<file path="config.mk">
export PLATFORM = sky130hd
export DESIGN_NAME = addressable_step_sequencer_index
export DESIGN_NICKNAME = d
export VERILOG_FILES = /design/src/sv/asseq_pkg.sv /design/src/sv/asseq_ctrl.sv /design/src/sv/asseq_dp.sv /design/src/sv/addressable_step_sequencer_index.sv
export SDC_FILE = /design/constraint.sdc
export NUM_CORES = 1
export LEC_CHECK = 0
export ABC_AREA = 1
export BUFFER_PORTS_ARGS = -buffer_cell sky130_fd_sc_hd__buf_2
export CORE_UTILIZATION = 35
export CTS_BUF_LIST = sky130_fd_sc_hd__clkbuf_4 sky130_fd_sc_hd__clkbuf_8
export CTS_CLUSTER_DIAMETER = 200
export CTS_CLUSTER_SIZE = 8
export DETAILED_ROUTE_END_ITERATION = 6
export GPL_TIMING_DRIVEN = 0
export PLACE_DENSITY = 0.6
export SKIP_LAST_GASP = 1
export SYNTH_ARGS = -nofsm -noshare
export SYNTH_HDL_FRONTEND = slang
export SYNTH_SLANG_ARGS = --single-unit
</file>
<file path="constraint.sdc">
create_clock -name clock -period 4.15 [get_ports clock]
set_input_delay 0.2075 -clock clock [delete_from_list [all_inputs] [get_ports clock]]
set_output_delay 0.2075 -clock clock [all_outputs]
set_load 0.1 [all_outputs]
</file>
<file path="src/sv/asseq_pkg.sv">
`timescale 1ns / 1ps
// ----------------------------------------------------------------------------
// asseq_pkg
// Shared types and constants of the addressable step sequencer index block.
// ----------------------------------------------------------------------------
package asseq_pkg;

   // sequence geometry (SEQ_LEN is a power of two: final wrap is a bit mask)
   localparam int SEQ_LEN  = 8;
   localparam int SEQ_LOG2 = 3;
   localparam int STEP_W   = 3;
   localparam int CHANNELS = 16;
   localparam int CH_W     = 4;

   // knob fields (steps_in_use, select_base)
   localparam int CNT_W = 4;
   localparam logic [CNT_W-1:0] SEQ_LEN_C = CNT_W'(SEQ_LEN);

   // select offset and voltage scaling
   localparam int OFF_W    = 6;
   localparam int CV_W     = 16;
   localparam int CV_FRAC  = 15;
   localparam int POS_W    = 21;
   localparam int POS_PAD  = POS_W - CNT_W - CV_FRAC;
   localparam int ROUND_BIAS = (2 ** CV_FRAC) - 1;
   localparam logic signed [CV_W-1:0] CV_MAX = 16'sd32735;
   localparam logic signed [CV_W-1:0] CV_MIN = -16'sd32735;

   // shared remainder unit
   localparam int DIV_W  = 5;
   localparam int REM_W  = 4;
   localparam int ITER_W = 3;
   localparam logic [ITER_W-1:0] DIV_LAST = ITER_W'(DIV_W - 1);

   // holdoff
   localparam int HOLD_W = 12;
   localparam logic [HOLD_W-1:0] HOLD_RESET = 12'd48;

   // ports
   localparam int REQ_DATA_W = 32;
   localparam int RSP_DATA_W = 8;
   localparam int CSR_IDX_W  = 3;
   localparam int CSR_DATA_W = 12;
   localparam int JUMP_W     = 8;

   // register indexes
   localparam logic [CSR_IDX_W-1:0] REG_STEPS     = 3'd0;
   localparam logic [CSR_IDX_W-1:0] REG_FORWARD   = 3'd1;
   localparam logic [CSR_IDX_W-1:0] REG_SEL_BASE  = 3'd2;
   localparam logic [CSR_IDX_W-1:0] REG_REV_NEG   = 3'd3;
   localparam logic [CSR_IDX_W-1:0] REG_TRIG_SEL  = 3'd4;
   localparam logic [CSR_IDX_W-1:0] REG_SEL_CLOCK = 3'd5;
   localparam logic [CSR_IDX_W-1:0] REG_HOLDOFF   = 3'd6;

   typedef enum logic [2:0] {
      ST_IDLE,
      ST_EVAL,
      ST_STEP_DIV,
      ST_STEP_FIN,
      ST_SEL_DIV,
      ST_SEL_FIN,
      ST_DONE
   } state_type;

   typedef struct packed {
      logic capture;    // latch request beat
      logic eval;       // edges, holdoff, step sum, voltage select
      logic div_step;   // one remainder iteration
      logic step_take;  // step result, load select remainder
      logic sel_take;   // select result
      logic commit;     // write channel state, load output
   } ctrl_cmd_type;

   typedef struct packed {
      logic sel_div;    // trigger-mode select edge needs a remainder pass
      logic out_stall;  // output register held by the sink
   } ctrl_status_type;

endpackage

</file>
<file path="src/sv/asseq_ctrl.sv">
`timescale 1ns / 1ps
// ----------------------------------------------------------------------------
// asseq_ctrl
// Sequencer FSM: walks one tick request through evaluation, remainder passes
// and commit (a jump goes straight to commit), issuing commands to the datapath.
// ----------------------------------------------------------------------------
module asseq_ctrl (
   input  logic                     clock,
   input  logic                     reset,
   input  logic                     req_tvalid,
   input  logic                     req_tuser,
   output logic                     req_tready,
   input  asseq_pkg::ctrl_status_type status,
   output asseq_pkg::ctrl_cmd_type  cmd
);
   import asseq_pkg::*;

   state_type         state_ff, state_in;
   logic [ITER_W-1:0] iter_ff, iter_in;

   always_ff @(posedge clock) begin
      if (reset) begin
         state_ff <= ST_IDLE;
         iter_ff  <= '0;
      end else begin
         state_ff <= state_in;
         iter_ff  <= iter_in;
      end
   end

   // next state
   always_comb begin
      state_in = state_ff;
      iter_in  = '0;
      case (state_ff)
         ST_IDLE: begin
            if (req_tvalid) begin
               state_in = req_tuser ? ST_DONE : ST_EVAL;
            end
         end
         ST_EVAL: state_in = ST_STEP_DIV;
         ST_STEP_DIV: begin
            iter_in = iter_ff + 1'b1;
            if (iter_ff == DIV_LAST) begin
               state_in = ST_STEP_FIN;
               iter_in  = '0;
            end
         end
         ST_STEP_FIN: state_in = status.sel_div ? ST_SEL_DIV : ST_DONE;
         ST_SEL_DIV: begin
            iter_in = iter_ff + 1'b1;
            if (iter_ff == DIV_LAST) begin
               state_in = ST_SEL_FIN;
               iter_in  = '0;
            end
         end
         ST_SEL_FIN: state_in = ST_DONE;
         ST_DONE: begin
            if (!status.out_stall) begin
               state_in = ST_IDLE;
            end
         end
         default: state_in = ST_IDLE;
      endcase
   end

   // outputs
   always_comb begin
      cmd        = '0;
      req_tready = 1'b0;
      case (state_ff)
         ST_IDLE: begin
            req_tready  = 1'b1;
            cmd.capture = req_tvalid;
         end
         ST_EVAL:     cmd.eval      = 1'b1;
         ST_STEP_DIV: cmd.div_step  = 1'b1;
         ST_STEP_FIN: cmd.step_take = 1'b1;
         ST_SEL_DIV:  cmd.div_step  = 1'b1;
         ST_SEL_FIN:  cmd.sel_take  = 1'b1;
         ST_DONE:     cmd.commit    = !status.out_stall;
         default:     cmd           = '0;
      endcase
   end

endmodule

</file>
<file path="src/sv/asseq_dp.sv">
`timescale 1ns / 1ps
// ----------------------------------------------------------------------------
// asseq_dp
// Datapath: control registers, per-channel state file, edge/holdoff logic,
// voltage select scaling, shared restoring remainder unit, output register.
// ----------------------------------------------------------------------------
module asseq_dp (
   input  logic                                 clock,
   input  logic                                 reset,
   input  asseq_pkg::ctrl_cmd_type              cmd,
   output asseq_pkg::ctrl_status_type           status,
   input  logic                                 csr_valid,
   input  logic [asseq_pkg::CSR_IDX_W-1:0]      csr_index,
   input  logic [asseq_pkg::CSR_DATA_W-1:0]     csr_data,
   input  logic [asseq_pkg::REQ_DATA_W-1:0]     req_tdata,
   input  logic                                 req_tuser,
   output logic                                 rsp_tvalid,
   input  logic                                 rsp_tready,
   output logic [asseq_pkg::RSP_DATA_W-1:0]     rsp_tdata
);
   import asseq_pkg::*;

   // control registers
   logic [CNT_W-1:0]  steps_ff, base_ff;
   logic              fwd_ff, rev_ff, trig_ff, soc_ff;
   logic [HOLD_W-1:0] hold_ticks_ff;

   // request beat
   logic                   mode_ff, clk_lv_ff, neg_lv_ff, rst_lv_ff, sel_lv_ff;
   logic [CH_W-1:0]        chan_ff;
   logic signed [CV_W-1:0] cv_ff;
   logic [JUMP_W-1:0]      jump_ff;

   // per-channel state
   logic [STEP_W-1:0]       step_arr_ff [CHANNELS];
   logic signed [OFF_W-1:0] off_arr_ff  [CHANNELS];
   logic [HOLD_W-1:0]       hold_arr_ff [CHANNELS];
   logic [CHANNELS-1:0]     clk_prev_ff, neg_prev_ff, rst_prev_ff, sel_prev_ff;

   // working registers
   logic                    rst_ff, rst_in;
   logic                    sel_div_ff, sel_div_in;
   logic [STEP_W-1:0]       st_ff, st_in;
   logic signed [OFF_W-1:0] off_ff, off_in;

   // remainder unit
   logic [DIV_W-1:0] dvd_ff, dvd_in;
   logic [REM_W-1:0] rem_ff, rem_in;
   logic [CNT_W-1:0] dm_ff, dm_in;
   logic             dneg_ff, dneg_in;

   logic                  out_vld_ff, out_vld_in;
   logic [STEP_W-1:0]     out_ff, out_in;

   // combinational terms
   logic                    rst_edge, masked, clk_edge, neg_edge, sel_edge, up, dn;
   logic [HOLD_W-1:0]       hold_cur, hold_next;
   logic [CNT_W-1:0]        steps_eff, base_eff;
   logic signed [DIV_W-1:0] x_v;
   logic signed [CV_W-1:0]  cv_c;
   logic signed [POS_W-1:0] pos_v, pos_adj;
   logic signed [OFF_W-1:0] q_v, y_v, off_fin, sum_v;
   logic [DIV_W-1:0]        t_v;
   logic                    ge;

   always_comb begin
      rst_edge  = rst_lv_ff & ~rst_prev_ff[chan_ff];
      hold_cur  = rst_edge ? hold_ticks_ff : hold_arr_ff[chan_ff];
      masked    = (hold_cur != '0);
      hold_next = masked ? hold_cur - 1'b1 : hold_cur;
      clk_edge  = clk_lv_ff & ~clk_prev_ff[chan_ff] & ~masked;
      neg_edge  = neg_lv_ff & ~neg_prev_ff[chan_ff] & rev_ff & ~masked & ~clk_edge;
      sel_edge  = sel_lv_ff & ~sel_prev_ff[chan_ff];

      if (steps_ff == '0) begin
         steps_eff = CNT_W'(1);
      end else if (steps_ff > SEQ_LEN_C) begin
         steps_eff = SEQ_LEN_C;
      end else begin
         steps_eff = steps_ff;
      end
      base_eff = (base_ff >= SEQ_LEN_C) ? SEQ_LEN_C : base_ff;

      up  = (clk_edge & fwd_ff) | (neg_edge & ~fwd_ff);
      dn  = (clk_edge & ~fwd_ff) | (neg_edge & fwd_ff);
      x_v = $signed({2'b00, step_arr_ff[chan_ff]}) + (up ? 5'sd1 : 5'sd0)
            - (dn ? 5'sd1 : 5'sd0);

      // voltage select: base + cv*N/32768, truncated toward zero
      if (cv_ff > CV_MAX) begin
         cv_c = CV_MAX;
      end else if (cv_ff < CV_MIN) begin
         cv_c = CV_MIN;
      end else begin
         cv_c = cv_ff;
      end
      pos_v   = $signed({{POS_PAD{1'b0}}, base_eff, {CV_FRAC{1'b0}}})
                + (POS_W'(cv_c) <<< SEQ_LOG2);
      pos_adj = pos_v + (pos_v[POS_W-1] ? POS_W'(ROUND_BIAS) : '0);
      q_v     = pos_adj[CV_FRAC +: OFF_W];

      y_v = off_ff + 6'sd1;

      // restoring remainder iteration
      t_v = {rem_ff, dvd_ff[DIV_W-1]};
      ge  = (t_v >= {1'b0, dm_ff});

      off_fin = (trig_ff & rst_ff) ? '0 : off_ff;
      sum_v   = $signed({3'b000, st_ff}) + off_fin;
   end

   // working register next values
   always_comb begin
      rst_in     = rst_ff;
      sel_div_in = sel_div_ff;
      st_in      = st_ff;
      off_in     = off_ff;
      dvd_in     = dvd_ff;
      rem_in     = rem_ff;
      dm_in      = dm_ff;
      dneg_in    = dneg_ff;
      if (cmd.eval) begin
         rst_in     = rst_edge;
         sel_div_in = trig_ff & sel_edge;
         if (!trig_ff && (!soc_ff || clk_edge)) begin
            off_in = q_v;
         end else begin
            off_in = off_arr_ff[chan_ff];
         end
         dvd_in  = x_v[DIV_W-1] ? DIV_W'(-x_v) : DIV_W'(x_v);
         rem_in  = '0;
         dm_in   = steps_eff;
         dneg_in = x_v[DIV_W-1];
      end
      if (cmd.div_step) begin
         rem_in = ge ? REM_W'(t_v - {1'b0, dm_ff}) : t_v[REM_W-1:0];
         dvd_in = dvd_ff << 1;
      end
      if (cmd.step_take) begin
         if (rst_ff) begin
            st_in = '0;
         end else if (dneg_ff && rem_ff != '0) begin
            st_in = STEP_W'(dm_ff - rem_ff);
         end else begin
            st_in = STEP_W'(rem_ff);
         end
         dvd_in  = y_v[OFF_W-1] ? DIV_W'(-y_v) : DIV_W'(y_v);
         rem_in  = '0;
         dm_in   = base_eff + 1'b1;
         dneg_in = y_v[OFF_W-1];
      end
      if (cmd.sel_take) begin
         off_in = dneg_ff ? -$signed({2'b00, rem_ff}) : $signed({2'b00, rem_ff});
      end
   end

   // output register
   always_comb begin
      out_vld_in = out_vld_ff & ~rsp_tready;
      out_in     = out_ff;
      if (cmd.commit) begin
         out_vld_in = 1'b1;
         out_in     = mode_ff ? STEP_W'(jump_ff % JUMP_W'(SEQ_LEN)) : sum_v[STEP_W-1:0];
      end
   end

   always_ff @(posedge clock) begin
      rst_ff     <= rst_in;
      sel_div_ff <= sel_div_in;
      st_ff      <= st_in;
      off_ff     <= off_in;
      dvd_ff     <= dvd_in;
      rem_ff     <= rem_in;
      dm_ff      <= dm_in;
      dneg_ff    <= dneg_in;
      out_ff     <= out_in;
      if (cmd.capture) begin
         mode_ff   <= req_tuser;
         chan_ff   <= req_tdata[3:0];
         clk_lv_ff <= req_tdata[4];
         neg_lv_ff <= req_tdata[5];
         rst_lv_ff <= req_tdata[6];
         sel_lv_ff <= req_tdata[7];
         cv_ff     <= $signed(req_tdata[23:8]);
         jump_ff   <= req_tdata[31:24];
      end
   end

   always_ff @(posedge clock) begin
      if (reset) begin
         steps_ff      <= SEQ_LEN_C;
         fwd_ff        <= 1'b1;
         base_ff       <= '0;
         rev_ff        <= 1'b0;
         trig_ff       <= 1'b0;
         soc_ff        <= 1'b0;
         hold_ticks_ff <= HOLD_RESET;
      end else if (csr_valid) begin
         case (csr_index)
            REG_STEPS:     steps_ff      <= csr_data[CNT_W-1:0];
            REG_FORWARD:   fwd_ff        <= csr_data[0];
            REG_SEL_BASE:  base_ff       <= csr_data[CNT_W-1:0];
            REG_REV_NEG:   rev_ff        <= csr_data[0];
            REG_TRIG_SEL:  trig_ff       <= csr_data[0];
            REG_SEL_CLOCK: soc_ff        <= csr_data[0];
            REG_HOLDOFF:   hold_ticks_ff <= csr_data[HOLD_W-1:0];
            default: ;
         endcase
      end
   end

   always_ff @(posedge clock) begin
      if (reset) begin
         out_vld_ff  <= 1'b0;
         clk_prev_ff <= '0;
         neg_prev_ff <= '0;
         rst_prev_ff <= '0;
         sel_prev_ff <= '0;
         for (int k = 0; k < CHANNELS; k++) begin
            step_arr_ff[k] <= '0;
            off_arr_ff[k]  <= '0;
            hold_arr_ff[k] <= '0;
         end
      end else begin
         out_vld_ff <= out_vld_in;
         if (cmd.eval) begin
            clk_prev_ff[chan_ff] <= clk_lv_ff;
            neg_prev_ff[chan_ff] <= neg_lv_ff;
            rst_prev_ff[chan_ff] <= rst_lv_ff;
            hold_arr_ff[chan_ff] <= hold_next;
            if (trig_ff) begin
               sel_prev_ff[chan_ff] <= sel_lv_ff;
            end
         end
         if (cmd.commit) begin
            step_arr_ff[chan_ff] <= mode_ff ? STEP_W'(jump_ff % JUMP_W'(SEQ_LEN)) : st_ff;
            if (!mode_ff) begin
               off_arr_ff[chan_ff] <= off_fin;
            end
         end
      end
   end

   assign status.sel_div   = sel_div_ff;
   assign status.out_stall = out_vld_ff & ~rsp_tready;
   assign rsp_tvalid       = out_vld_ff;
   assign rsp_tdata        = {{(RSP_DATA_W - STEP_W){1'b0}}, out_ff};

endmodule

</file>
<file path="src/sv/addressable_step_sequencer_index.sv">
`timescale 1ns / 1ps
// ----------------------------------------------------------------------------
// addressable_step_sequencer_index
// Per-channel step address logic of an addressable step sequencer.
// ----------------------------------------------------------------------------
// One request beat is one sample tick (or a jump) for one of 16 channels; one
// response beat carries the step to play. A tick is evaluated, then passes
// through the step wrap and, with a trigger-mode select edge, the select wrap
// before its result is loaded; a jump loads its result straight after
// accept. The block holds each beat until its result is loaded. A sink
// that stalls an earlier result adds its stall to the final load.
// Both wraps run on the shared restoring remainder unit, which spends five
// iterations (one bit a cycle) on the step wrap and five more on the select
// wrap. One beat is in work at a time; the output register lets the next
// request be accepted while a result waits for the sink. Configuration
// writes are taken every cycle (csr_ready is tied high) and must only be
// issued while no request is in work. Channel state (step, select offset,
// previous comparator levels, holdoff count) lives in flip-flops and is
// cleared by reset.
// ----------------------------------------------------------------------------
module addressable_step_sequencer_index (
   input  logic                                clock,
   input  logic                                reset,
   // request: tdata = channel[3:0], clock_high[4], clock_negative[5],
   //          reset_high[6], select_high[7], select_cv[23:8], jump_step[31:24]
   input  logic                                req_tvalid,
   output logic                                req_tready,
   input  logic [asseq_pkg::REQ_DATA_W-1:0]    req_tdata,
   input  logic                                req_tuser,   // mode[0]: 1 = jump
   // response: tdata = selected_step[2:0], zero above
   output logic                                rsp_tvalid,
   input  logic                                rsp_tready,
   output logic [asseq_pkg::RSP_DATA_W-1:0]    rsp_tdata,
   // register writes
   input  logic                                csr_valid,
   output logic                                csr_ready,
   input  logic [asseq_pkg::CSR_IDX_W-1:0]     csr_index,
   input  logic [asseq_pkg::CSR_DATA_W-1:0]    csr_data
);
   import asseq_pkg::*;

   ctrl_cmd_type    cmd;
   ctrl_status_type status;

   assign csr_ready = 1'b1;

   asseq_ctrl u_ctrl (
      .clock      (clock),
      .reset      (reset),
      .req_tvalid (req_tvalid),
      .req_tuser  (req_tuser),
      .req_tready (req_tready),
      .status     (status),
      .cmd        (cmd)
   );

   asseq_dp u_dp (
      .clock      (clock),
      .reset      (reset),
      .cmd        (cmd),
      .status     (status),
      .csr_valid  (csr_valid),
      .csr_index  (csr_index),
      .csr_data   (csr_data),
      .req_tdata  (req_tdata),
      .req_tuser  (req_tuser),
      .rsp_tvalid (rsp_tvalid),
      .rsp_tready (rsp_tready),
      .rsp_tdata  (rsp_tdata)
   );

endmodule

</file>
==> metrics.md, run 1 <==
| Metric | Value |
|---|---|
| Reg2reg end | `u_dp.dvd_ff[4]` |
| Crit-path most repeated cell | `ha_4` |
| Max Clk Rate | `232 MHz` |
| R2R cell count | `24` |
| Pre-CTS WS | `-1.29 ns` |
| Max IR drop VDD | `353 µV` |
| Final min period | `4.31 ns` |
| Required @ worst endpoint | `4.57 ns` |
| Global-route wire length before repair | `111 mm` |
| Std-Cell Rows | `95` |
| Worst Max-Slew Pin Slew | `1.01 ns` |
| Status | `finished with violations` |
| Synthesis-stage register bit count | `491` |
| Post-synth top flop | `edfxtp_1` |
| Synth unique cells | `57` |
| Syn Area/Cell | `8.94 µm²` |
| Ys async rst share | `0%` |
| Routed len/inst | `19.1 µm` |
| Die Ht | `264 µm` |
| Largest family of logic cells by synthesized area | `simple AND/OR/NAND/NOR gates` |
| Syn Std Cell Area | `24100 µm²` |
| Total routed wirelength | `73.0 mm` |
| Worst setup startpoint | `u_dp.chan_ff[0]` |
| Worst reg-to-reg setup slack | `-0.16 ns` |
| Period Utilization, post-route | `104%` |
| Placer Congestion | `0.910` |
| CP endpoint | `u_dp.dvd_ff[4]` |
| Initial Utilization | `35.6%` |
| Worst path arrival time | `4.73 ns` |
| Non-Filler Instances | `3812` |
| XOR/XNOR Fraction of Synth Area | `0.869%` |
| Root Buffer | `clkbuf_8` |
| Max FO, Critical Path | `10` |
| CP peak stage delay | `0.53 ns` |
| Fillers | `6570` |
| Max H-tree Level | `3` |
| Aggregate global routing overflow | `0` |
| Cells after synthesis | `2692` |
| Failing checks | `negative setup slack` |
| Sequential share of the synthesized area | `57.0%` |
| Clock insertion delay at the later pin of the skew report | `0.69 ns` |
| CTS tree | `yes` |
| Max clock buf depth | `3` |
| Vias per inst | `5.18` |
| Layout cells sized above 1 | `15.3%` |
| Critical-path cell with the highest stage delay | `fa_2` |
| Port bufs | `52` |
| CTS Buf Count | `71` |
| Vias in the first global route | `18778` |
| Slew HR | `32.4%` |
| P_leak | `0.0110 µW` |
| CP Class | `flop to flop` |
| EDFF count, synth | `388` |
| Commonest non-fill, non-tap cell in the layout | `nor2_1` |
| Largest net degree at the start of global routing | `36` |
| Final HPWL DP | `50.5 mm` |
| Cells after DPL | `3621` |
| Die X | `264 µm` |
| Crit path capture type | `flop` |
| Vias after detailed routing | `19728` |
| Startpoint types | `flop` |
| Final WS setup | `-0.158 ns` |
| Commonest cells after routing, fill and taps aside | `nor2_1, nand2_1, edfxtp_1, inv_1, o21ai_0` |
| Global Route Usage Sum | `20.7%` |
| Remaining DRCs | `0` |
| IO Pins | `64` |
| Max Transition Viols Final | `0` |
| Final number of setup-violating endpoints | `4` |
| Fin Clk Skew | `0.0407 ns` |
| Reg-to-Reg Start | `u_dp.chan_ff[0]` |
| Critical path, cell by cell | `buf_6 > buf_4 > nor2_4 > buf_4 > inv_1 > clkbuf_2 > o22ai_1 > o21ai_0 > o211ai_1 > nor2_1 > nor3_1 > nand3_2 > nand2_2 > nand2_2 > ha_4 > inv_4 > ha_4 > fa_2 > inv_2 > ha_4 > nand3_2 > o21ai_2 > o211ai_1 > o21ai_1` |
| RSZ-0062 raised after global routing | `true` |
| Clk slew on worst S/H paths | `0.07 ns` |
| Power Density | `641 nW/µm²` |
| Final #Nets | `2999` |
| Adder-cell share of the synthesized area | `2.34%` |
| Core Area | `67600 µm²` |
| Max-Cap Viols | `0` |
| Die Footprint | `69800 µm²` |
| Compound-gate portion of the synthesized area | `11.0%` |
| Drt pass-1 iters | `5` |
| Sink Count | `491` |
| Min-delay worst type | `input pin to flop` |
| Min-delay src | `req_tdata[12]` |
| Initial antenna violation count | `1` |
| Final hold violation count | `0` |
| Post-synthesis mux area share | `0.109%` |
| DR iter-0 viols | `2021` |
| Yosys warns | `0` |
| Post-synthesis simple-gate area fraction | `21.9%` |
| Antenna-violating nets left | `0` |
| Synth-to-Final Area Change | `17.5%` |
==> per-stage QoR <==
step / setup TNS (ns) / util, % / total power (µW) / hold slack (ns) / cell area (µm²)
after global routing: -2.46 / 41.8 / 19100 / 0.219 / 28300
after floorplan: 0 / - / 10800 / 0.306 / 24100
after CTS: -0.465 / 41.2 / 17700 / 0.171 / 27900
after detailed placement: -9.14 / 37.6 / 13300 / 0.386 / 25400
after global placement: -9.48 / 37.6 / 13200 / 0.384 / 25400
final: -0.442 / 41.8 / 18100 / 0.233 / 28300
==> sequential cells by signal, indices dropped and copies added, names as in the netlist, 3 cells and up, named ones only <==
| name | cells |
|---|---|
| u_dp.sel_prev_ff | 16 |
| u_dp.steps_ff | 4 |
| u_dp.off_ff | 6 |
| u_dp.dm_ff | 4 |
| u_dp.cv_ff | 16 |
| u_dp.rem_ff | 4 |
| u_dp.hold_ticks_ff | 12 |
| u_dp.st_ff | 3 |
| u_dp.hold_arr_ff | 192 |
| u_dp.rst_prev_ff | 16 |
| u_ctrl.iter_ff | 3 |
| u_dp.chan_ff | 4 |
| u_dp.base_ff | 4 |
| u_dp.jump_ff | 3 |
| u_dp.neg_prev_ff | 16 |
| u_dp.dvd_ff | 5 |
| u_ctrl.state_ff | 3 |
| u_dp.out_ff | 3 |
| u_dp.off_arr_ff | 96 |
| u_dp.step_arr_ff | 48 |
| u_dp.clk_prev_ff | 16 |
==> worst max-delay path: cells and delay by family, from the launching register on <==
kind,cells,cell delay [ns]
buffers and inverters,7,0.82
flip-flops,1,0.38
AO/OA/AOI/OAI,6,0.93
AND/OR/NAND/NOR,7,0.79
adder cells (fa/ha/maj),4,1.12
==> kinds of logic (layout without fill, tap and decap cells) <==
group / Yosys count / in the layout
other cells: 2 / 7
mux: 2 / 2
flops: 491 / 491
buf+inv: 393 / 635
simple gates: 1281 / 1281
compound gates: 458 / 458
xor+xnor: 23 / 23
fa+ha+maj: 42 / 42
==> cell usage after synthesis (11+ instances only) <==
library cell / number / area (µm²)
o21ai_0: 231 / 1160
clkbuf_1: 95 / 357
nor2_1: 608 / 2280
xor2_1: 15 / 131
buf_4: 16 / 120
nor2_2: 22 / 138
buf_6: 11 / 124
ha_1: 37 / 463
nand2_1: 449 / 1690
a21oi_1: 74 / 370
o22ai_1: 68 / 425
nor3_1: 13 / 65.1
o211ai_1: 23 / 173
buf_2: 16 / 80.1
edfxtp_1: 388 / 11700
inv_1: 233 / 875
nand2_2: 16 / 100
nand3_1: 137 / 686
o221ai_1: 18 / 158
dfxtp_1: 103 / 2060
==> report_power, final <==
part / internal, µW / total, µW / switching (µW)
logic: 2640 / 8330 / 5690
clock network: 1850 / 3770 / 1920
registers: 5800 / 6020 / 222
==> worst min-delay path by stage <==
stage,end,slack (ns),depth (start not counted)
floorplan,u_dp.chan_ff[0],0.31,0
global placement,u_dp.jump_ff[1],0.38,1
detailed placement,u_dp.cv_ff[14],0.39,1
CTS,u_dp.cv_ff[3],0.17,2
global route,u_dp.cv_ff[11],0.22,2
finish,u_dp.cv_ff[4],0.23,2
==> what timing repair did <==
action,in CTS,in global routing
pin swaps,37,58
setup buffers,26,8
hold buffers,49,0
endpoints found under the setup margin,12,11
endpoints found under the hold margin,60,0
gates resized for setup,143,95
gates cloned,2,0
==> per-layer routing <==
metal | vias up | share of wire (%) | global-route usage, %
li1 | 9441 | - | -
met1 | 9312 | 44 | 28.5
met2 | 857 | 46 | 33.2
met3 | 118 | 8.0 | 3.36
met4 | 0 | 2.4 | 6.30
met5 | - | 0 | 0
==> final cells by class <==
cell class                      instances  area (µm²)  area share (%)
Multi-Input combinational cell       1812        9320            33.0
Timing Repair Buffer                  136        1060            3.75
Timing Repair inverter                  1        7.51          0.0266
Inverter                              245         948            3.36
Tap cell                              873        1090            3.87
Buffer                                146         840            2.97
Clock inverter                          8        83.8           0.297
Clock buffer                           99        1190            4.20
Sequential cell                       491       13700            48.5
Antenna cell                            1        2.50         0.00886
No activity file was read; power rests on OpenSTA's default activity.
==> run 2: changes to the inputs <==
RECOVER_POWER = 25   (was not set)
==> run 2 against run 1 <==
  * The flow finishes with violations (max-capacitance violations, max-slew violations, negative setup slack)
  * Die area did not move
  * Wire length barely moved
  * Maximum frequency fell by 0.17%
==> metrics.md, run 2 (synthesized netlist as in run 1, its figures left out) <==
| Metric | Value |
|---|---|
| Status | `finished with violations (unchanged)` |
| Failing checks | `max-capacitance violations, max-slew violations, negative setup slack (was negative setup slack)` |
| Die Footprint | `69800 µm² (unchanged)` |
| CP peak stage delay | `0.53 ns (about the same)` |
| Initial Utilization | `35.6% (unchanged)` |
| Die X | `264 µm (unchanged)` |
| Initial antenna violation count | `1 (unchanged)` |
| IO Pins | `64 (unchanged)` |
| Fin Clk Skew | `0.0384 ns (was 0.0407 ns)` |
| P_leak | `0.0109 µW (was 0.0110 µW)` |
| Largest register by flop count | `u_dp.hold_arr_ff (unchanged)` |
| CTS tree | `yes (unchanged)` |
| Final #Nets | `2999 (unchanged)` |
| Layout cells sized above 1 | `14.8% (was 15.3%)` |
| Commonest non-fill, non-tap cell in the layout | `nor2_1 (unchanged)` |
| CP Class | `flop to flop (unchanged)` |
| DR iter-0 viols | `1992 (was 2021)` |
| Largest net degree at the start of global routing | `36 (unchanged)` |
| Min-delay src | `req_tdata[12] (unchanged)` |
| Startpoint types | `flop (unchanged)` |
| Min Hold Slack | `0.238 ns (was 0.233 ns)` |
| Max H-tree Level | `3 (unchanged)` |
| Crit-path most repeated cell | `ha_4 (unchanged)` |
| Met2 usage | `33.2% (unchanged)` |
| Gr busiest metal | `met2 (unchanged)` |
| Placer Congestion | `0.910 (unchanged)` |
| Critical-path cell with the highest stage delay | `fa_2 (unchanged)` |
| Sink Count | `491 (unchanged)` |
| Max Clk Rate | `232 MHz (about the same)` |
| Clk slew on worst S/H paths | `0.07 ns (about the same)` |
| Final min period | `4.32 ns (was 4.31 ns)` |
| R2R cell count | `22 (was 24)` |
| Reg2reg end | `u_dp.dvd_ff[4] (unchanged)` |
| Worst Max-Slew Pin Slew | `2.74 ns (was 1.01 ns)` |
| Slew HR | `-83.4% (was 32.4%)` |
| RSZ-0062 raised after global routing | `true (unchanged)` |
| Routed len/inst | `19.2 µm (was 19.1 µm)` |
| Max reg flops | `192 (unchanged)` |
| Pre-CTS WS | `-1.29 ns (unchanged)` |
| Period Utilization, post-route | `104% (about the same)` |
| Biggest regs | `u_dp.hold_arr_ff x192, u_dp.off_arr_ff x96, u_dp.step_arr_ff x48 (unchanged)` |
| Met3 Use GR | `3.36% (unchanged)` |
| Aggregate global routing overflow | `0 (unchanged)` |
| Port bufs | `52 (unchanged)` |
| Synth-to-Final Area Change | `17.4% (was 17.5%)` |
| Met1 usage | `28.5% (unchanged)` |
| Global Route Usage Sum | `20.7% (unchanged)` |
| Worst reg-to-reg setup slack | `-0.17 ns (was -0.16 ns)` |
| Max clock buf depth | `3 (unchanged)` |
| Vias in the first global route | `18778 (unchanged)` |
| Vias per inst | `5.20 (was 5.18)` |
| Hold path cells | `2 (unchanged)` |
| CP top delay family | `adder cells (unchanged)` |
| Setup TNS | `-0.455 ns (was -0.442 ns)` |
| Final WS setup | `-0.166 ns (was -0.158 ns)` |
| Max-Cap Viols | `1 (was 0)` |
| Std-Cell Rows | `95 (unchanged)` |
| CTS Buf Count | `71 (unchanged)` |
| Buf+Inv Stages, Crit Path | `5 (was 7)` |
| Crit path capture type | `flop (unchanged)` |
| Min-delay worst type | `input pin to flop (unchanged)` |
| Die Ht | `264 µm (unchanged)` |
| Max Transition Viols Final | `36 (was 0)` |
| Root Buffer | `clkbuf_8 (unchanged)` |
| Drt pass-1 iters | `5 (unchanged)` |
| Final HPWL DP | `50.5 mm (unchanged)` |
| Overall power | `18100 µW (about the same)` |
| Hold EP | `u_dp.cv_ff[4] (unchanged)` |
| Critical path, cell by cell | `buf_2 > buf_6 > nor2_4 > clkinv_2 > o22ai_1 > o21ai_0 > o211ai_1 > nor2_1 > nor3_1 > nand3_2 > nand2_2 > nand2_2 > ha_4 > inv_4 > ha_4 > fa_2 > inv_2 > ha_4 > nand3_2 > o21ai_2 > o211ai_1 > o21ai_1 (was buf_6 > buf_4 > nor2_4 > buf_4 > inv_1 > clkbuf_2 > o22ai_1 > o21ai_0 > o211ai_1 > nor2_1 > nor3_1 > nand3_2 > nand2_2 > nand2_2 > ha_4 > inv_4 > ha_4 > fa_2 > inv_2 > ha_4 > nand3_2 > o21ai_2 > o211ai_1 > o21ai_1)` |
| Reg-to-Reg Start | `u_dp.chan_ff[1] (was u_dp.chan_ff[0])` |
| Final hold violation count | `0 (unchanged)` |
| Worst path arrival time | `4.73 ns (about the same)` |
| Max FO, Critical Path | `10 (unchanged)` |
| Required @ worst endpoint | `4.57 ns (about the same)` |
| Antenna-violating nets left | `0 (unchanged)` |
| Vias after detailed routing | `19807 (was 19728)` |
| Final number of setup-violating endpoints | `4 (unchanged)` |
| Max IR drop VDD | `354 µV (was 353 µV)` |
| Total routed wirelength | `73.0 mm (about the same)` |
| Remaining DRCs | `0 (unchanged)` |
| Clock insertion delay at the later pin of the skew report | `0.68 ns (was 0.69 ns)` |
| Commonest cells after routing, fill and taps aside | `nor2_1, nand2_1, edfxtp_1, inv_1, o21ai_0 (unchanged)` |
| Power Density | `642 nW/µm² (was 641 nW/µm²)` |
| Core Area | `67600 µm² (unchanged)` |
| Global-route wire length before repair | `111 mm (unchanged)` |
==> run 2: cell types whose count changed in the layout (fill, tap and decap cells not counted) <==
cell | previous run | this run
buf_1 | 6 | 5
nor2_4 | 7 | 6
nor2_1 | 601 | 602
buf_2 | 59 | 45
clkbuf_1 | 66 | 81
==> run 2: report_power, final <==
part	switching [µW]	internal [µW]	total, µW
combinational	5680	2630	8310
sequential	222	5800	6030
clock	1930	1850	3780
total	7830	10300	18100
==> run 2: metrics by stage <==
stage	instance area, µm²	utilization [%]	std cells
global route	28200	41.7	3812
floorplan	24100	-	2696
global placement	25400	37.6	3621
CTS	27900	41.2	3803
detailed placement	25400	37.6	3621
finish	28200	41.7	3812
==> run 2: area by class of cell <==
class,count,area (µm²)
fill,6572,39400
sequential,491,13700
multi-input combinational,1812,9310
clock buffer,99,1190
tap,873,1090
timing repair buffer,136,1040
inverter,245,948
buffer,146,840
clock inverter,8,83.8
timing repair inverter,1,7.51
antenna,1,2.50
==> run 2: per-layer routing <==
| metal | up-vias | routed length (µm) |
|---|---|---|
| met2 | 845 | 33600 |
| li1 | 9439 | - |
| met1 | 9414 | 32000 |
| met3 | 109 | 5860 |
| met5 | - | 0 |
| met4 | 0 | 1630 |
==> run 2: worst reg2reg max path, cell delays in order, from the launching register on <==
cell and delay (ns):
edfxtp_1 0.36, buf_2 0.20, buf_6 0.17, nor2_4 0.25, clkinv_2 0.27, o22ai_1 0.27
o21ai_0 0.18, o211ai_1 0.13, nor2_1 0.13, nor3_1 0.20, nand3_2 0.14, nand2_2 0.09
nand2_2 0.07, ha_4 0.28, inv_4 0.04, ha_4 0.15, fa_2 0.53, inv_2 0.05
ha_4 0.16, nand3_2 0.06, o21ai_2 0.07, o211ai_1 0.12, o21ai_1 0.14
==> run 2: how the worst max path moves through the flow <==
stage	from	end	slack (ns)	cells after the start
after floorplan	u_dp.chan_ff[0]	u_dp.dvd_ff[2]	0.08	26
after global placement	flop	u_dp.dvd_ff[4]	-1.35	22
after detailed placement	flop	u_dp.dvd_ff[4]	-1.29	22
after CTS	u_dp.chan_ff[0]	u_dp.dvd_ff[4]	-0.15	28
after global routing	u_dp.chan_ff[0]	u_dp.dvd_ff[3]	-0.33	29
final	u_dp.chan_ff[1]	u_dp.dvd_ff[4]	-0.17	22
==> run 2: repair_timing <==
item | 4_1_cts | 5_1_grt
setup buffers | 26 | 8
gates resized for setup | 143 | 95
pin swaps | 37 | 58
setup endpoints to repair | 12 | 11
endpoints found under the hold margin | 60 | 0
hold buffers | 49 | 0
gates cloned | 2 | 0
==> run 3: changes to the inputs <==
PLACE_DENSITY = 0.58   (was 0.6)
clock period = 4.7 ns   (was 4.15 ns; I/O delays follow)
==> run 3 against run 2 <==
  * The flow finishes with violations (max-capacitance violations, max-slew violations)
  * Non-clock buffer count is 15 lower
  * Power down 15%
  * Die area is the same
  * Sequential cell count stayed put
  * Register-to-register slack better by 0.32 ns
  * Cell area fell by 2.4%
  * Critical path depth down 3
  * Utilization fell by 1.0 points
  * Sequential power shrank 12%
  * Critical path type unchanged
==> metrics.md, run 3 (synthesized netlist as in run 1, its figures left out) <==
| Metric | Value |
|---|---|
| Status | `finished with violations (unchanged)` |
| Failing checks | `max-capacitance violations, max-slew violations (was max-capacitance violations, max-slew violations, negative setup slack)` |
| Max clock buf depth | `3 (unchanged)` |
| Max Transition Viols Final | `31 (was 36)` |
| Crit-path most repeated cell | `o21ai_0 (was ha_4)` |
| Core Area | `67600 µm² (unchanged)` |
| CTS tree | `yes (unchanged)` |
| Max H-tree Level | `3 (unchanged)` |
| RSZ-0062 raised after global routing | `true (unchanged)` |
| Crit path capture type | `flop (unchanged)` |
| Global-route wire length before repair | `111 mm (about the same)` |
| Port bufs | `52 (unchanged)` |
| Final min period | `4.55 ns (was 4.32 ns)` |
| Power Density | `559 nW/µm² (was 642 nW/µm²)` |
| Sequential Area | `13700 µm² (about the same)` |
| Fin Clk Skew | `0.0378 ns (was 0.0384 ns)` |
| Met3 Use GR | `2.78% (was 3.36%)` |
| Buf+Inv Stages, Crit Path | `9 (was 5)` |
| Area occupied by multi-input gates | `8850 µm² (was 9310 µm²)` |
| Critical-path cell with the highest stage delay | `fa_2 (unchanged)` |
| Fillers | `6763 (was 6572)` |
| Final number of setup-violating endpoints | `0 (was 4)` |
| CP peak stage delay | `0.58 ns (was 0.53 ns)` |
| Slew HR | `-10.3% (was -83.4%)` |
| Layout cells sized above 1 | `11.4% (was 14.8%)` |
| Worst path arrival time | `4.98 ns (was 4.73 ns)` |
| Vias after detailed routing | `19723 (was 19807)` |
| Clock insertion delay at the later pin of the skew report | `0.69 ns (was 0.68 ns)` |
| Final HPWL DP | `51.7 mm (was 50.5 mm)` |
| Worst reg-to-reg setup slack | `0.15 ns (was -0.17 ns)` |
| Setup TNS | `0 ns (was -0.455 ns)` |
| Critical path depth | `19 (was 22)` |
| Antenna-violating nets left | `0 (unchanged)` |
| R2R cell count | `19 (was 22)` |
| Commonest cells after routing, fill and taps aside | `nor2_1, nand2_1, edfxtp_1, inv_1, o21ai_0 (unchanged)` |
| Final core utilization | `40.7% (was 41.7%)` |
| CP top delay family | `buffers and inverters (was adder cells)` |
| Commonest non-fill, non-tap cell in the layout | `nor2_1 (unchanged)` |
| Die Footprint | `69800 µm² (unchanged)` |
| Clk slew on worst S/H paths | `0.06 ns (was 0.07 ns)` |
| Initial antenna violation count | `2 (was 1)` |
| Sink Count | `491 (unchanged)` |
| CP Class | `flop to flop (unchanged)` |
| Cells after DPL | `3622 (was 3621)` |
| Max reg flops | `192 (unchanged)` |
| Reg2reg end | `u_dp.dvd_ff[2] (was u_dp.dvd_ff[4])` |
| Std-Cell Rows | `95 (unchanged)` |
| Aggregate global routing overflow | `0 (unchanged)` |
| Met2 usage | `33.3% (was 33.2%)` |
| Total routed wirelength | `73.1 mm (was 73.0 mm)` |
| Biggest regs | `u_dp.hold_arr_ff x192, u_dp.off_arr_ff x96, u_dp.step_arr_ff x48 (unchanged)` |
| Gr busiest metal | `met2 (unchanged)` |
| CTS Buf Count | `71 (unchanged)` |
| Min-delay worst type | `input pin to flop (unchanged)` |
| Die X | `264 µm (unchanged)` |
| Initial Utilization | `35.6% (unchanged)` |
| Synth-to-Final Area Change | `14.6% (was 17.4%)` |
| Required @ worst endpoint | `5.13 ns (was 4.57 ns)` |
| Critical path, cell by cell | `buf_6 > buf_4 > buf_6 > buf_2 > clkbuf_4 > clkbuf_2 > clkbuf_2 > o21ai_0 > o221ai_1 > nand3_1 > nand2_1 > inv_1 > fa_2 > inv_1 > ha_1 > nor2_1 > o21ai_0 > a21oi_1 > o21ai_0 (was buf_2 > buf_6 > nor2_4 > clkinv_2 > o22ai_1 > o21ai_0 > o211ai_1 > nor2_1 > nor3_1 > nand3_2 > nand2_2 > nand2_2 > ha_4 > inv_4 > ha_4 > fa_2 > inv_2 > ha_4 > nand3_2 > o21ai_2 > o211ai_1 > o21ai_1)` |
| Drt pass-1 iters | `5 (unchanged)` |
| DR iter-0 viols | `1927 (was 1992)` |
| Non-Filler Instances | `3796 (was 3812)` |
| Remaining DRCs | `0 (unchanged)` |
| P_leak | `0.0107 µW (was 0.0109 µW)` |
| IO Pins | `64 (unchanged)` |
| Period Utilization, post-route | `96.8% (was 104%)` |
| Met1 usage | `29.0% (was 28.5%)` |
| Global Route Usage Sum | `20.7% (about the same)` |
| Max Clk Rate | `220 MHz (was 232 MHz)` |
| CP endpoint | `u_dp.dvd_ff[2] (was u_dp.dvd_ff[4])` |
| Overall power | `15400 µW (was 18100 µW)` |
| Placer Congestion | `0.905 (was 0.910)` |
| Startpoint types | `flop (unchanged)` |
| Max-Cap Viols | `1 (unchanged)` |
| Die Ht | `264 µm (unchanged)` |
| Root Buffer | `clkbuf_8 (unchanged)` |
| Final hold violation count | `0 (unchanged)` |
| Vias in the first global route | `18741 (was 18778)` |
| Worst Max-Slew Pin Slew | `1.65 ns (was 2.74 ns)` |
| Routed len/inst | `19.3 µm (was 19.2 µm)` |
| Largest register by flop count | `u_dp.hold_arr_ff (unchanged)` |
| Largest net degree at the start of global routing | `31 (was 36)` |
| Final #Nets | `2984 (was 2999)` |
| Max IR drop VDD | `294 µV (was 354 µV)` |
| Max FO, Critical Path | `10 (unchanged)` |
| Vias per inst | `5.20 (about the same)` |
-- run 3: stage by stage --
stage	setup slack, ns	cell area (µm²)	hold slack (ns)
after floorplan	0.635	24100	0.334
after global placement	-0.678	25400	0.411
after detailed placement	-0.714	25500	0.413
after CTS	-0.0200	27300	0.197
after global routing	-0.0309	27600	0.240
final	0.153	27600	0.254
-- run 3: worst register-to-register path, cell delays in order (launching register included) --
cell and delay [ns]:
dfxtp_2 0.35, buf_6 0.13, buf_4 0.21, buf_6 0.20, buf_2 0.32, clkbuf_4 0.31
clkbuf_2 0.30, clkbuf_2 0.32, o21ai_0 0.16, o221ai_1 0.26, nand3_1 0.11, nand2_1 0.21
inv_1 0.15, fa_2 0.58, inv_1 0.06, ha_1 0.21, nor2_1 0.12, o21ai_0 0.09
a21oi_1 0.12, o21ai_0 0.10
-- run 3: worst min path at each step --
stage                  start            endpoint  slack (ns)  depth (start not counted)
2_1_floorplan   req_tdata[0]     u_dp.chan_ff[0]        0.33                          0
3_3_place_gp   req_tdata[25]     u_dp.jump_ff[1]        0.41                          1
3_5_place_dp   req_tdata[21]      u_dp.cv_ff[13]        0.41                          1
4_1_cts                reset  u_ctrl.state_ff[1]        0.20                          3
5_1_grt        req_tdata[25]     u_dp.jump_ff[1]        0.24                          2
6_report       req_tdata[25]     u_dp.jump_ff[1]        0.25                          2
-- run 3: final cells by class --
type,instances,area share (%)
diodes,1,0.00908
plain buffers,146,2.90
clock buffers,98,4.28
clock inverters,8,0.386
inverters,245,3.39
multi-input cells,1812,32.1
flip-flops and latches,491,49.8
well taps,873,3.96
repair buffers,121,3.16
repair inverters,1,0.0272
-- run 3: routing by layer --
metal  up-vias  part of all wire (%)
met4         0                   2.3
met2       786                    46
met1      9406                    44
li1       9406                     -
met3       125                   7.8
met5         -                     0
-- run 3: timing repair --
| action | 4_1_cts | 5_1_grt |
|---|---|---|
| hold endpoints to repair | 65 | 0 |
| hold buffers | 47 | 0 |
| gates cloned | 0 | 1 |
| pin swaps | 3 | 10 |
| endpoints found under the setup margin | 10 | 11 |
| resized for setup | 35 | 79 |
| buffers inserted | 3 | 18 |
-- run 3: report_power, final --
group / total, µW / internal, µW / switching [µW]
Combinational: 6750 / 1970 / 4780
Sequential: 5300 / 5120 / 182
Clock: 3360 / 1640 / 1720
Total: 15400 / 8720 / 6690
